`src/ama_pkg.sv`:
```
// Shared types, constants and helpers for the alarm time matcher.
package ama_pkg;

	localparam int MAX_ALARMS_DEF = 8;
	localparam int CNT_W = 4;
	localparam int SLOT_W = 3;
	localparam int ONCE_BIT = 7;

	typedef enum logic [1:0] {
		OP_TICK  = 2'd0,
		OP_WRITE = 2'd1,
		OP_STOP  = 2'd2,
		OP_NONE  = 2'd3
	} opcode_t;

	typedef struct packed {
		logic [1:0] opcode;
		logic       time_valid;
		logic [4:0] hour;
		logic [5:0] minute;
		logic [5:0] second;
		logic [2:0] weekday;
		logic       screen_on;
		logic       audio_playing;
		logic [2:0] entry_index;
		logic       entry_enabled;
		logic [7:0] entry_repeat;
	} in_t;

	typedef struct packed {
		logic       alarm_active;
		logic [2:0] active_index;
		logic       fired;
		logic       wake_screen;
		logic       play_sound;
		logic       show_alarm;
		logic       save_request;
	} out_t;

	typedef struct packed {
		logic       enabled;
		logic [4:0] hour;
		logic [5:0] minute;
		logic [7:0] repeat_mask;
	} entry_t;

	localparam int ENTRY_W = $bits(entry_t);

	typedef struct packed {
		logic load;
		logic exec;
		logic scan_step;
		logic take_hit;
		logic commit;
	} ctl_cmd_t;

	typedef struct packed {
		logic need_scan;
		logic hit;
		logic scan_end;
		logic out_free;
	} ctl_sts_t;

	// Converts a Sunday-first weekday to the Monday-first bit position of the mask.
	function automatic logic [2:0] mon_first(input logic [2:0] wd);
		logic [2:0] res;
		res = 3'd6;
		if (wd != 3'd0 && wd != 3'd7) begin
			res = wd - 3'd1;
		end
		return res;
	endfunction

endpackage

```
`src/alarm_time_matcher.sv`:
```
// Top level of the alarm time matcher: controller, datapath and checks.
//
//  channel | direction | handshake            | payload
//  --------+-----------+----------------------+----------------------------
//  in      | request   | in_valid / in_stall  | in_data (ama_pkg::in_t)
//  out     | result    | out_valid / out_stall| out_data (ama_pkg::out_t)
//  cfg     | write     | cfg_we               | cfg_wdata (alarm count)
//
// A write, stop or non-scanning tick goes through decode and finish to the result register.
// A scanning tick reads the C slots in use one after another until one matches or all are
// read; the single read port of the table sets this.
// A new request is taken once the previous result sits in the output register.
// Reset clears the count, the ringing state and all handshake state; the table
// is left as is. A stalled result holds the next request in the finish state until taken.
module alarm_time_matcher #(
	parameter int MAX_ALARMS = ama_pkg::MAX_ALARMS_DEF
) (
	input  logic                      clk,
	input  logic                      arst_n,
	input  logic                      in_valid,
	output logic                      in_stall,
	input  ama_pkg::in_t              in_data,
	output logic                      out_valid,
	input  logic                      out_stall,
	output ama_pkg::out_t             out_data,
	input  logic                      cfg_we,
	input  logic [ama_pkg::CNT_W-1:0] cfg_wdata
);

	ama_pkg::ctl_cmd_t cmd;
	ama_pkg::ctl_sts_t sts;

	ama_ctrl u_ctrl (
		.clk(clk),
		.arst_n(arst_n),
		.in_valid(in_valid),
		.in_stall(in_stall),
		.sts(sts),
		.cmd(cmd)
	);

	ama_dp #(
		.MAX_ALARMS(MAX_ALARMS)
	) u_dp (
		.clk(clk),
		.arst_n(arst_n),
		.in_data(in_data),
		.cfg_we(cfg_we),
		.cfg_wdata(cfg_wdata),
		.cmd(cmd),
		.sts(sts),
		.out_valid(out_valid),
		.out_stall(out_stall),
		.out_data(out_data)
	);

	// The block works on one request at a time.
	a_busy_after_accept: assert property (@(posedge clk) disable iff (!arst_n)
		(in_valid && !in_stall) |=> in_stall)
		else $error("request accepted while previous one still in flight");

	a_fired_rings: assert property (@(posedge clk) disable iff (!arst_n)
		(out_valid && out_data.fired) |-> out_data.alarm_active)
		else $error("fired result without an active alarm");

	a_save_on_fire: assert property (@(posedge clk) disable iff (!arst_n)
		(out_valid && (out_data.save_request || out_data.wake_screen)) |-> out_data.fired)
		else $error("save or wake request without a trigger");

	a_sound_on_show: assert property (@(posedge clk) disable iff (!arst_n)
		(out_valid && out_data.play_sound) |-> (out_data.show_alarm && !out_data.fired))
		else $error("sound request outside a ringing tick");

endmodule

```
`src/ama_ram.sv`:
```
// Generic single-port-write, single-port-read RAM with registered read data.
module ama_ram #(
	parameter int WIDTH = 8,
	parameter int DEPTH = 8,
	parameter int AW = (DEPTH > 1) ? $clog2(DEPTH) : 1
) (
	input  logic             clk,
	input  logic             wr_en,
	input  logic [AW-1:0]    wr_addr,
	input  logic [WIDTH-1:0] wr_data,
	input  logic             rd_en,
	input  logic [AW-1:0]    rd_addr,
	output logic [WIDTH-1:0] rd_data
);

	logic [WIDTH-1:0] mem_q [DEPTH];

	always_ff @(posedge clk) begin
		if (wr_en) begin
			mem_q[wr_addr] <= wr_data;
		end
	end

	always_ff @(posedge clk) begin
		if (rd_en) begin
			rd_data <= mem_q[rd_addr];
		end
	end

endmodule

```
`src/ama_dp.sv`:
```
// Datapath: request register, alarm table, scan pipeline, ringing state and result register.
module ama_dp #(
	parameter int MAX_ALARMS = ama_pkg::MAX_ALARMS_DEF
) (
	input  logic                    clk,
	input  logic                    arst_n,
	input  ama_pkg::in_t            in_data,
	input  logic                    cfg_we,
	input  logic [ama_pkg::CNT_W-1:0] cfg_wdata,
	input  ama_pkg::ctl_cmd_t       cmd,
	output ama_pkg::ctl_sts_t       sts,
	output logic                    out_valid,
	input  logic                    out_stall,
	output ama_pkg::out_t           out_data
);

	localparam int AW = (MAX_ALARMS > 1) ? $clog2(MAX_ALARMS) : 1;

	ama_pkg::in_t              item_q;
	logic [ama_pkg::CNT_W-1:0] alarm_count_q;
	logic [ama_pkg::CNT_W-1:0] count_sat;
	logic [ama_pkg::CNT_W-1:0] issue_q;
	logic [ama_pkg::CNT_W-1:0] chk_q;
	logic                      rd_vld_q;
	logic                      issue_lt;
	logic                      ringing_q;
	logic [ama_pkg::SLOT_W-1:0] slot_q;
	logic                      fired_q;
	logic                      wake_q;
	logic                      save_q;
	logic                      show_q;
	logic                      sound_q;
	logic                      out_vld_q;
	ama_pkg::out_t             out_q;

	logic                      wr_en;
	logic [AW-1:0]             wr_addr;
	logic [ama_pkg::ENTRY_W-1:0] wr_data;
	logic                      rd_en;
	logic [ama_pkg::ENTRY_W-1:0] rd_data;
	ama_pkg::entry_t           ent;
	ama_pkg::entry_t           new_ent;
	ama_pkg::entry_t           dis_ent;
	logic [2:0]                wday;
	logic                      day_hit;
	logic                      ent_match;
	logic                      once_only;
	logic                      is_tick;
	logic                      ring_tick;
	logic                      write_ok;

	always_ff @(posedge clk) begin
		if (cmd.load) begin
			item_q <= in_data;
		end
	end

	always_ff @(posedge clk or negedge arst_n) begin
		if (!arst_n) begin
			alarm_count_q <= '0;
		end else if (cfg_we) begin
			alarm_count_q <= cfg_wdata;
		end
	end

	always_comb begin
		count_sat = alarm_count_q;
		if (32'(alarm_count_q) > MAX_ALARMS) begin
			count_sat = ama_pkg::CNT_W'(MAX_ALARMS);
		end
	end

	assign is_tick = (item_q.opcode == ama_pkg::OP_TICK) && (count_sat != '0);
	assign ring_tick = is_tick && ringing_q;
	assign issue_lt = issue_q < count_sat;
	assign write_ok = (item_q.opcode == ama_pkg::OP_WRITE) &&
		(32'(item_q.entry_index) < MAX_ALARMS);

	// Entry compare on the registered read data of the slot in chk_q.
	assign ent = ama_pkg::entry_t'(rd_data);
	assign wday = ama_pkg::mon_first(item_q.weekday);
	assign day_hit = ent.repeat_mask[wday];
	assign ent_match = ent.enabled && (ent.hour == item_q.hour) &&
		(ent.minute == item_q.minute) &&
		((ent.repeat_mask == '0) || day_hit || ent.repeat_mask[ama_pkg::ONCE_BIT]);
	assign once_only = (ent.repeat_mask != '0) && !day_hit &&
		ent.repeat_mask[ama_pkg::ONCE_BIT];

	always_comb begin
		new_ent.enabled = item_q.entry_enabled;
		new_ent.hour = item_q.hour;
		new_ent.minute = item_q.minute;
		new_ent.repeat_mask = item_q.entry_repeat;
		dis_ent = ent;
		dis_ent.enabled = 1'b0;
	end

	// The table takes either a write request or the disable of a fired once alarm.
	always_comb begin
		wr_en = 1'b0;
		wr_addr = AW'(item_q.entry_index);
		wr_data = new_ent;
		if (cmd.exec && write_ok) begin
			wr_en = 1'b1;
		end else if (cmd.take_hit && once_only) begin
			wr_en = 1'b1;
			wr_addr = AW'(chk_q);
			wr_data = dis_ent;
		end
	end

	assign rd_en = cmd.scan_step && issue_lt;

	ama_ram #(
		.WIDTH(ama_pkg::ENTRY_W),
		.DEPTH(MAX_ALARMS),
		.AW(AW)
	) u_table (
		.clk(clk),
		.wr_en(wr_en),
		.wr_addr(wr_addr),
		.wr_data(wr_data),
		.rd_en(rd_en),
		.rd_addr(AW'(issue_q)),
		.rd_data(rd_data)
	);

	always_ff @(posedge clk or negedge arst_n) begin
		if (!arst_n) begin
			ringing_q <= 1'b0;
			slot_q <= '0;
			rd_vld_q <= 1'b0;
			issue_q <= '0;
		end else begin
			if (cmd.exec) begin
				issue_q <= '0;
				rd_vld_q <= 1'b0;
				if (item_q.opcode == ama_pkg::OP_STOP) begin
					ringing_q <= 1'b0;
					slot_q <= '0;
				end
			end
			if (cmd.scan_step) begin
				issue_q <= issue_lt ? issue_q + 1'b1 : issue_q;
				rd_vld_q <= issue_lt;
			end
			if (cmd.take_hit) begin
				ringing_q <= 1'b1;
				slot_q <= chk_q[ama_pkg::SLOT_W-1:0];
				rd_vld_q <= 1'b0;
			end
		end
	end

	always_ff @(posedge clk) begin
		if (cmd.exec) begin
			fired_q <= 1'b0;
			wake_q <= 1'b0;
			save_q <= 1'b0;
			show_q <= ring_tick;
			sound_q <= ring_tick && !item_q.audio_playing;
		end
		if (cmd.scan_step) begin
			chk_q <= issue_q;
		end
		if (cmd.take_hit) begin
			fired_q <= 1'b1;
			wake_q <= !item_q.screen_on;
			save_q <= once_only;
		end
	end

	always_ff @(posedge clk or negedge arst_n) begin
		if (!arst_n) begin
			out_vld_q <= 1'b0;
		end else if (cmd.commit) begin
			out_vld_q <= 1'b1;
		end else if (!out_stall) begin
			out_vld_q <= 1'b0;
		end
	end

	always_ff @(posedge clk) begin
		if (cmd.commit) begin
			out_q.alarm_active <= ringing_q;
			out_q.active_index <= ringing_q ? slot_q : '0;
			out_q.fired <= fired_q;
			out_q.wake_screen <= wake_q;
			out_q.play_sound <= sound_q;
			out_q.show_alarm <= show_q;
			out_q.save_request <= save_q;
		end
	end

	assign sts.need_scan = is_tick && !ringing_q && item_q.time_valid &&
		(item_q.second == '0);
	assign sts.hit = rd_vld_q && ent_match;
	assign sts.scan_end = !rd_vld_q && !issue_lt;
	assign sts.out_free = !out_vld_q || !out_stall;

	assign out_valid = out_vld_q;
	assign out_data = out_q;

endmodule

```
`src/ama_ctrl.sv`:
```
// Controller: sequences accept, decode, table scan and result hand-off.
module ama_ctrl (
	input  logic              clk,
	input  logic              arst_n,
	input  logic              in_valid,
	output logic              in_stall,
	input  ama_pkg::ctl_sts_t sts,
	output ama_pkg::ctl_cmd_t cmd
);

	typedef enum logic [3:0] {
		S_IDLE   = 4'b0001,
		S_DECODE = 4'b0010,
		S_SCAN   = 4'b0100,
		S_FINISH = 4'b1000
	} state_t;

	state_t state_q;
	state_t state_nxt;

	always_comb begin
		state_nxt = state_q;
		cmd = '0;
		unique case (state_q)
			S_IDLE: begin
				if (in_valid) begin
					cmd.load = 1'b1;
					state_nxt = S_DECODE;
				end
			end
			S_DECODE: begin
				cmd.exec = 1'b1;
				state_nxt = sts.need_scan ? S_SCAN : S_FINISH;
			end
			S_SCAN: begin
				priority if (sts.hit) begin
					cmd.take_hit = 1'b1;
					state_nxt = S_FINISH;
				end else if (sts.scan_end) begin
					state_nxt = S_FINISH;
				end else begin
					cmd.scan_step = 1'b1;
				end
			end
			S_FINISH: begin
				if (sts.out_free) begin
					cmd.commit = 1'b1;
					state_nxt = S_IDLE;
				end
			end
			default: begin
				state_nxt = S_IDLE;
			end
		endcase
	end

	always_ff @(posedge clk or negedge arst_n) begin
		if (!arst_n) begin
			state_q <= S_IDLE;
		end else begin
			state_q <= state_nxt;
		end
	end

	assign in_stall = (state_q != S_IDLE);

endmodule
```
`config.mk`:
```
export PLATFORM = sky130hd
export DESIGN_NAME = alarm_time_matcher
export DESIGN_NICKNAME = d
export VERILOG_FILES = /design/src/ama_pkg.sv /design/src/alarm_time_matcher.sv /design/src/ama_ram.sv /design/src/ama_dp.sv /design/src/ama_ctrl.sv
export SDC_FILE = /design/constraint.sdc
export NUM_CORES = 1
export LEC_CHECK = 0
export ABC_CLOCK_PERIOD_IN_PS = 8400
export BUFFER_PORTS_ARGS = -buffer_cell sky130_fd_sc_hd__buf_2
export CORE_MARGIN = 10
export CORE_UTILIZATION = 60
export DETAILED_ROUTE_END_ITERATION = 10
export GPL_TIMING_DRIVEN = 0
export PLACE_DENSITY = 0.79
export SYNTH_ARGS = -nofsm -noshare
export SYNTH_HDL_FRONTEND = slang
export SYNTH_SLANG_ARGS = --single-unit
```
`constraint.sdc`:
```
create_clock -name clk -period 8.4 [get_ports clk]
set_input_delay 0 -clock clk [delete_from_list [all_inputs] [get_ports clk]]
set_output_delay 0 -clock clk [all_outputs]
set_load 0.05 [all_outputs]
```
---- After elaboration in Yosys (flattened, before gate mapping) ----
Memory sizes are Yosys's and may differ from the RTL's. A register that Yosys moved wholly into a read port is not among the register bits.
Index checks and enable logic that the tools add are counted.
operators by class
  equality and inequality tests ........... 15
  magnitude comparators ................... 3
  reduce and logical (&&, ||, !) cells .... 41
  $add $sub $neg .......................... 2
  muxes and demuxes ....................... 43
operators with widths
  cell                   number
  $mux W20               2
  $mux W4                9
  $mux W1                23
  $mux W3                6
  $logic_and A1 B1 Y1    17
  $pmux W4 S4            1
  $logic_not A1 Y1       8
  $logic_not A8 Y1       1
  $reduce_bool A8 Y1     1
  $eq A6 B6 Y1           1
  $logic_not A6 Y1       1
  $ne A2 B2 Y1 const B   3
  $ne A3 B3 Y1 const B   2
  $reduce_bool A2 Y1     3
  $reduce_bool A3 Y1     2
  $eq A5 B5 Y1           1
  $add A4 B1 Y4 const B  1
  $eq A4 B1 Y1 const B   1
  $eq A4 B2 Y1 const B   1
  $eq A4 B3 Y1 const B   1
  $eq A4 B4 Y1 const B   1
  $gt A4 B4 Y1 const B   1
  $lt A3 B4 Y1 const B   1
  $lt A4 B4 Y1           1
  other kinds (12)       15
storage, ports and cells
  word-level logic and storage cells ...... 136
  memory bits (writable) .................. 160
  register bits after elaboration ......... 72
  memories kept ........................... 1
memories
  name                depth  width  read ports  clocked after memory_dff  write ports  line           RTL
  u_dp.u_table.mem_q  8      20     1           1                         1            ama_ram.sv:16  logic [WIDTH-1:0] mem_q [DEPTH];

---- Logic depth before layout (Yosys ltp) ----
  depth in word-level cells ............... 16
  depth in mapped cells ................... 9
  mapped depth without buffers ............ 9

---- Cells and area by module ----
From an unflattened synthesis, not the netlist that was laid out.
unflattened totals
  cell total of the unflattened synthesis .. 493
  area, all modules ....................... 10,114.7 sq um
modules (own cells, without submodules)
  module    times used  cells an instance  area an instance (sq um)
  ama_ram   1           264                6,812.8
  ama_dp    1           201                3,034.2
  ama_ctrl  1           28                 267.8

---- Least setup slack after synthesis ----
OpenSTA, ideal clock, no wires.
  path type ............................... reg-to-reg
  start point ............................. reg u_dp.item_q[14] (netlist bit)
  end point ............................... mem u_dp.u_table.mem_q[6][0] (netlist bit), enable pin
  stages on the path, launching flop included .. 10
  path slack .............................. 4,336 ps
  arrival time ............................ 3,636 ps
  cells stage by stage .................... edfxtp_1 -> inv_1 -> ha_1 -> clkbuf_1 -> mux2i_1 -> o21ai_2 -> a211oi_2 -> nand3_2 -> buf_6 -> o31ai_1
between the ends
  longest elaborated chain between the ends .. 16
RTL lines
  item                                                   line            RTL
  from (decl)                                            ama_dp.sv:19    ama_pkg::in_t item_q;
  from (signal assigned)                                 ama_dp.sv:54    item_q <= in_data;
  branches (longest 2 deep; another with $sub A3 B1 Y3)  --
  $mux W3 (*)                                            ama_pkg.sv:68   if (wd != 3'd0 && wd != 3'd7) begin
  $bmux W1 S3 (*)                                        ama_dp.sv:82    assign day_hit = ent.repeat_mask[wday];
  $mux W1 (implied by the code) (*)                      ama_dp.sv:82
  $logic_or A1 B1 Y1 (2 in series)                       ama_dp.sv:85    ((ent.repeat_mask == '0) || day_hit || ent.repeat_mask[ama_pkg::ONCE_BIT]);
  $logic_and A1 B1 Y1                                    ama_dp.sv:84    (ent.minute == item_q.minute) &&
  $logic_and A1 B1 Y1                                    ama_dp.sv:197   assign sts.hit = rd_vld_q && ent_match;
  $mux W1                                                ama_ctrl.sv:36  priority if (sts.hit) begin
  $mux W2                                                ama_ctrl.sv:24  unique case (state_q)
  $logic_and A1 B1 Y1 (*)                                ama_dp.sv:105   end else if (cmd.take_hit && once_only) begin
  $mux W1                                                ama_dp.sv:105
  $mux W1                                                ama_dp.sv:103   if (cmd.exec && write_ok) begin
  $mux W1                                                ama_ram.sv:19   if (wr_en) begin
  $mux W1 (implied by the code)                          ama_ram.sv:20   mem_q[wr_addr] <= wr_data;
  to (decl)                                              ama_ram.sv:16
Every way passes the cells marked *. The select of a mux whose other input is x is not followed.

---- Final worst setup path ----
  start point ............................. reg u_dp.item_q[14] (netlist bit)
  end point ............................... mem u_dp.u_table.mem_q[4][13] (netlist bit), enable pin
The elaborated chain is that of the path after synthesis.

==> metrics.sh <==
POWER.SWITCHING_mW=0.647
CLOCKBUFFERDEPTH=3
ASYNC_FLOP_SHARE_PCT=7.14
LAYOUT_WORST_PATH_CYCLE_SHARE_PCT=45.7
PLACE.DETAILED.HPWL_UM=12200
FIRSTDRTPASSITERS=5
FIN_CLK_SKEW_NS=0.00872
STARTING_DENSITY_PCT=61.8
SYNTH_ENABLE_FLOP_CELLS=233
YOSYS.CELL_TYPES.COUNT=51
P_LEAK_nW=4.11
FINAL_CELLS=878
PORT_BUFFERS=56
IO_PINS=57
STATUS='finished, final reports clean'
FIN_NETS=695
YOSYSSEQAREASHARE_PCT=75.5
POST_SYNTH_INSTANCE_AREA_UM2=9890
MAX_SLEW.WORST_PIN.SLEW_NS=0.949
FINALWIRELENGTH_UM=20700
SYNTH.TOP_CELL.AREA_SHARE_PCT=70.7
RELSLEWSLACK_PCT=36.7
SETUP_BUFS_POST_CTS=0
PEAKVDDDROP_mV=0.207
CRITICAL-PATH-TOP-DELAY-FAMILY='compound AO/OA/AOI/OAI gates'
HOLD_BUFFERS=51
VIASPERCELL=5.96
TRITONCTS_CLOCK_TREE='built'
DIE_Y_UM=148
CAP_VIOLATIONS=0
WORSTSKEWPAIRLATENCY_NS=0.52
MOST_COMMON_CELL_AFTER_LAYOUT_FILL_AND_TAPS_ASIDE='sky130_fd_sc_hd__edfxtp_1'
GLOBALROUTE.TOTALOVERFLOW=0
SYNTH.AVG_CELL_AREA_UM2=19.7
DESIGN.CORE.AREA_UM2=16000
FINAL_PERIOD_MINUS_WORST_SETUP_SLACK_NS=3.84
CRITPATHBUFINV=3
VIAS=5235
POST_ROUTE_CELLS_DRIVE_ABOVE_1_SHARE_PCT=28.9
H-TREE-DEPTH=1
POWER.SHARE.SEQUENTIAL_PCT=53.4
GRT_FIRST_PASS_WIRELENGTH_UM=32600
MAXIMUM_NUMBER_OF_PINS_ON_ONE_NET_BEFORE_GLOBAL_ROUTE_REPAIR=27
CP.ARRIVAL_NS=4.06
YS_FF_LATCH=252
CRITPATHMOSTFREQUENTCELL='sky130_fd_sc_hd__o21ai_2'
WORSTPATHMAXFANOUT=11
DIE_AREA_UM2=22000
POWER_FRAC_CLOCK_PCT=37.5
WORSTHOLDPATHTYPE='primary input to flop'
CLK_PIN_SLEW_NS=0.06
SETUP.WORST_PATH.START_CLASS='flop'
LAYOUT.CELLS.MOST_COMMON_LIST='233 x sky130_fd_sc_hd__edfxtp_1, 60 x sky130_fd_sc_hd__buf_2, 51 x sky130_fd_sc_hd__dlygate4sd3_1'
GRT_USE_TOTAL_PCT=19.2
REMAINING_NUMBER_OF_NETS_FLAGGED_BY_THE_ANTENNA_CHECK_AFTER_ROUTING=0
POSTSYNTH.TOPFLOPCELL='sky130_fd_sc_hd__edfxtp_1'
SWITCHING_SHARE_OF_TOTAL_POWER_PCT=22.7
MAX_CLOCK_FREQ_MHz=260
TOTALNEGATIVESETUPSLACK_NS=0
DRC=0
FLOORPLAN.DIE.WIDTH_UM=148
CTS-ROOT-BUF='sky130_fd_sc_hd__clkbuf_16'
DPL.CELL_COUNT=780
CLKSINKCOUNT=252
AREA_GROWTH_SYN_TO_LAYOUT_PCT=20.9
SYNTH_TOP_CELLS_BY_AREA='sky130_fd_sc_hd__edfxtp_1 71%, sky130_fd_sc_hd__mux4_2 9.1%, sky130_fd_sc_hd__dfrtp_1 4.3%, sky130_fd_sc_hd__mux2_2 2.8%, sky130_fd_sc_hd__nand2_1 0.95%'
FIRST_GLOBAL_VIAS=5648
WIRE_PER_INST_UM=23.6
ANTENNA_FOUND_INITIAL=1
CTS_INSERTED_BUFFERS=25
CRITICAL_PATH_REQUIRED_NS=8.62
POSTSYNTHCELLCOUNT=502
SYNTH_WARNINGS=0
POWER.COMBINATIONAL.FRACTION_PCT=9.1
CRITICAL_PATH.CELL_CHAIN='inv_1, ha_1, clkbuf_1, mux2i_1, o21ai_2, a211oi_2, nand4_1, o21ai_2, buf_16'
SYNTH_AREA_LEADER_CELL='sky130_fd_sc_hd__edfxtp_1'
SETUP_VIOL=0
GRT_SETUP_UNREPAIRED='no'
CELL_INTERNAL_POWER_DISSIPATION_mW=2.20
REPORT.FINAL.HOLD_VIOL_COUNT=0
CRITICAL-PATH-MAX-STAGE-DELAY_NS=0.78
POSTCTSRESIZEDCELLS=0
SYNTH_NET_COUNT=555
CRIT_PATH_TOP_DELAY_CELL='sky130_fd_sc_hd__o21ai_2'
GPL.FINAL_WEIGHTED_CONGESTION=0.798
DETAILEDROUTE.FIRSTITERATIONVIOLATIONS=474
KIND_OF_END_POINT_OF_THE_CRITICAL_PATH='flop'
NUMBER_OF_PINS_WITH_NEGATIVE_MAX_SLEW_SLACK_IN_THE_FINAL_REPORT=0
CLASS_OF_THE_MOST_CRITICAL_SETUP_PATH='flop to flop'
POWER_DENSITY_nW_PER_UM2=238
ROW_COUNT=46
[worst reg2reg max path, cell delays in order, from the launching register on]
cell and delay (ns):
sky130_fd_sc_hd__edfxtp_1 0.48, sky130_fd_sc_hd__inv_1 0.12, sky130_fd_sc_hd__ha_1 0.29, sky130_fd_sc_hd__clkbuf_1 0.22, sky130_fd_sc_hd__mux2i_1 0.26, sky130_fd_sc_hd__o21ai_2 0.08, sky130_fd_sc_hd__a211oi_2 0.56, sky130_fd_sc_hd__nand4_1 0.51
sky130_fd_sc_hd__o21ai_2 0.78, sky130_fd_sc_hd__buf_16 0.24
[power by group through the flow]
stage | clock [mW] | combinational (mW) | sequential [mW]
2_1_floorplan | 0 | 0.143 | 1.55
3_3_place_gp | 0 | 0.207 | 1.55
3_5_place_dp | 0 | 0.237 | 1.55
4_1_cts | 1.08 | 0.258 | 1.52
5_1_grt | 1.13 | 0.283 | 1.53
6_report | 1.07 | 0.260 | 1.52
[cell type report]
cell class / count / area (um2)
sequential: 252 / 7470
fill: 939 / 4040
multi-input combinational: 213 / 2370
timing repair buffer: 113 / 903
clock buffer: 36 / 687
tap: 216 / 270
buffer: 25 / 120
clock inverter: 10 / 96.3
inverter: 12 / 45.0
antenna: 1 / 2.50
[registers in the layout (all words and copies together), names as in the netlist, 3 cells and up]
name                  cells
u_dp.item_q              37
u_dp.u_table.mem_q      160
u_dp.alarm_count_q        4
u_ctrl.state_q            4
u_dp.out_data             9
u_dp.issue_q              4
u_dp.u_table.rd_data     20
u_dp.slot_q               3
u_dp.chk_q                3
[final timing paths]
path	from	endpoint	slack (ns)	cells past startpoint
min in group asynchronous	arst_n	u_ctrl.state_q[0]	0.58	3
worst max register to register	u_dp.item_q[14]	u_dp.u_table.mem_q[4][13]	4.56	9
worst max-delay path	u_dp.item_q[14]	u_dp.u_table.mem_q[4][13]	4.56	9
worst min-delay path	in_data[6]	u_dp.item_q[6]	0.19	2
max in group asynchronous	arst_n	u_dp.slot_q[2]	6.57	4
worst min register to register	u_dp.wake_q	u_dp.out_data[3]	0.42	0
[logic make-up (layout without fill, tap and decap cells)]
family | after synthesis | count (layout) | synth area share [%]
compound gates | 31 | 31 | 2.39
flops | 252 | 252 | 75.5
mux | 80 | 80 | 13.8
xor+xnor | 12 | 12 | 1.06
fa+ha+maj | 7 | 7 | 0.885
simple gates | 83 | 83 | 4.74
buf+inv | 37 | 196 | 1.67
other cells | 0 | 1 | 0
[per-layer routing]
layer  vias up  GRT usage (%)  wire length [um]
met5         -              0                 0
met4         0           6.05               567
met3        48           3.43              1340
met2       235           32.7             10600
met1      2675           24.6              8150
li1       2277              -                 -
[Yosys cell counts, types with 2 or more instances]
| cell type | number |
|---|---|
| sky130_fd_sc_hd__a21oi_1 | 4 |
| sky130_fd_sc_hd__and2_1 | 5 |
| sky130_fd_sc_hd__buf_2 | 4 |
| sky130_fd_sc_hd__clkbuf_1 | 18 |
| sky130_fd_sc_hd__dfrtp_1 | 17 |
| sky130_fd_sc_hd__edfxtp_1 | 233 |
| sky130_fd_sc_hd__ha_1 | 7 |
| sky130_fd_sc_hd__inv_1 | 12 |
| sky130_fd_sc_hd__mux2_2 | 25 |
| sky130_fd_sc_hd__mux2_4 | 6 |
| sky130_fd_sc_hd__mux2i_1 | 9 |
| sky130_fd_sc_hd__mux4_2 | 40 |
| sky130_fd_sc_hd__nand2_1 | 25 |
| sky130_fd_sc_hd__nand2b_1 | 10 |
| sky130_fd_sc_hd__nand3_1 | 4 |
| sky130_fd_sc_hd__nand3b_1 | 5 |
| sky130_fd_sc_hd__nand4_1 | 3 |
| sky130_fd_sc_hd__nor2_1 | 9 |
| sky130_fd_sc_hd__nor3_1 | 3 |
| sky130_fd_sc_hd__nor4_1 | 4 |
| sky130_fd_sc_hd__nor4b_1 | 3 |
| sky130_fd_sc_hd__o21ai_0 | 10 |
| sky130_fd_sc_hd__o21bai_1 | 2 |
| sky130_fd_sc_hd__o22ai_1 | 2 |
| sky130_fd_sc_hd__o31ai_1 | 3 |
| sky130_fd_sc_hd__or3_1 | 4 |
| sky130_fd_sc_hd__xnor2_1 | 9 |
| sky130_fd_sc_hd__xor2_1 | 3 |
[through the flow]
stage / cell area (um2) / utilization [%] / power, mW / setup WS [ns] / hold slack, ns
floorplan: 9890 / - / 1.69 / 4.34 / -0.296
global placement: 10400 / 65.3 / 1.75 / 2.37 / -0.0509
detailed placement: 10700 / 66.6 / 1.78 / 4.58 / -0.0460
CTS: 12000 / 74.7 / 2.86 / 4.56 / 0.171
global route: 12000 / 74.7 / 2.95 / 4.30 / 0.191
finish: 12000 / 74.7 / 2.85 / 4.56 / 0.195
No activity file was read; power rests on OpenSTA's default activity.
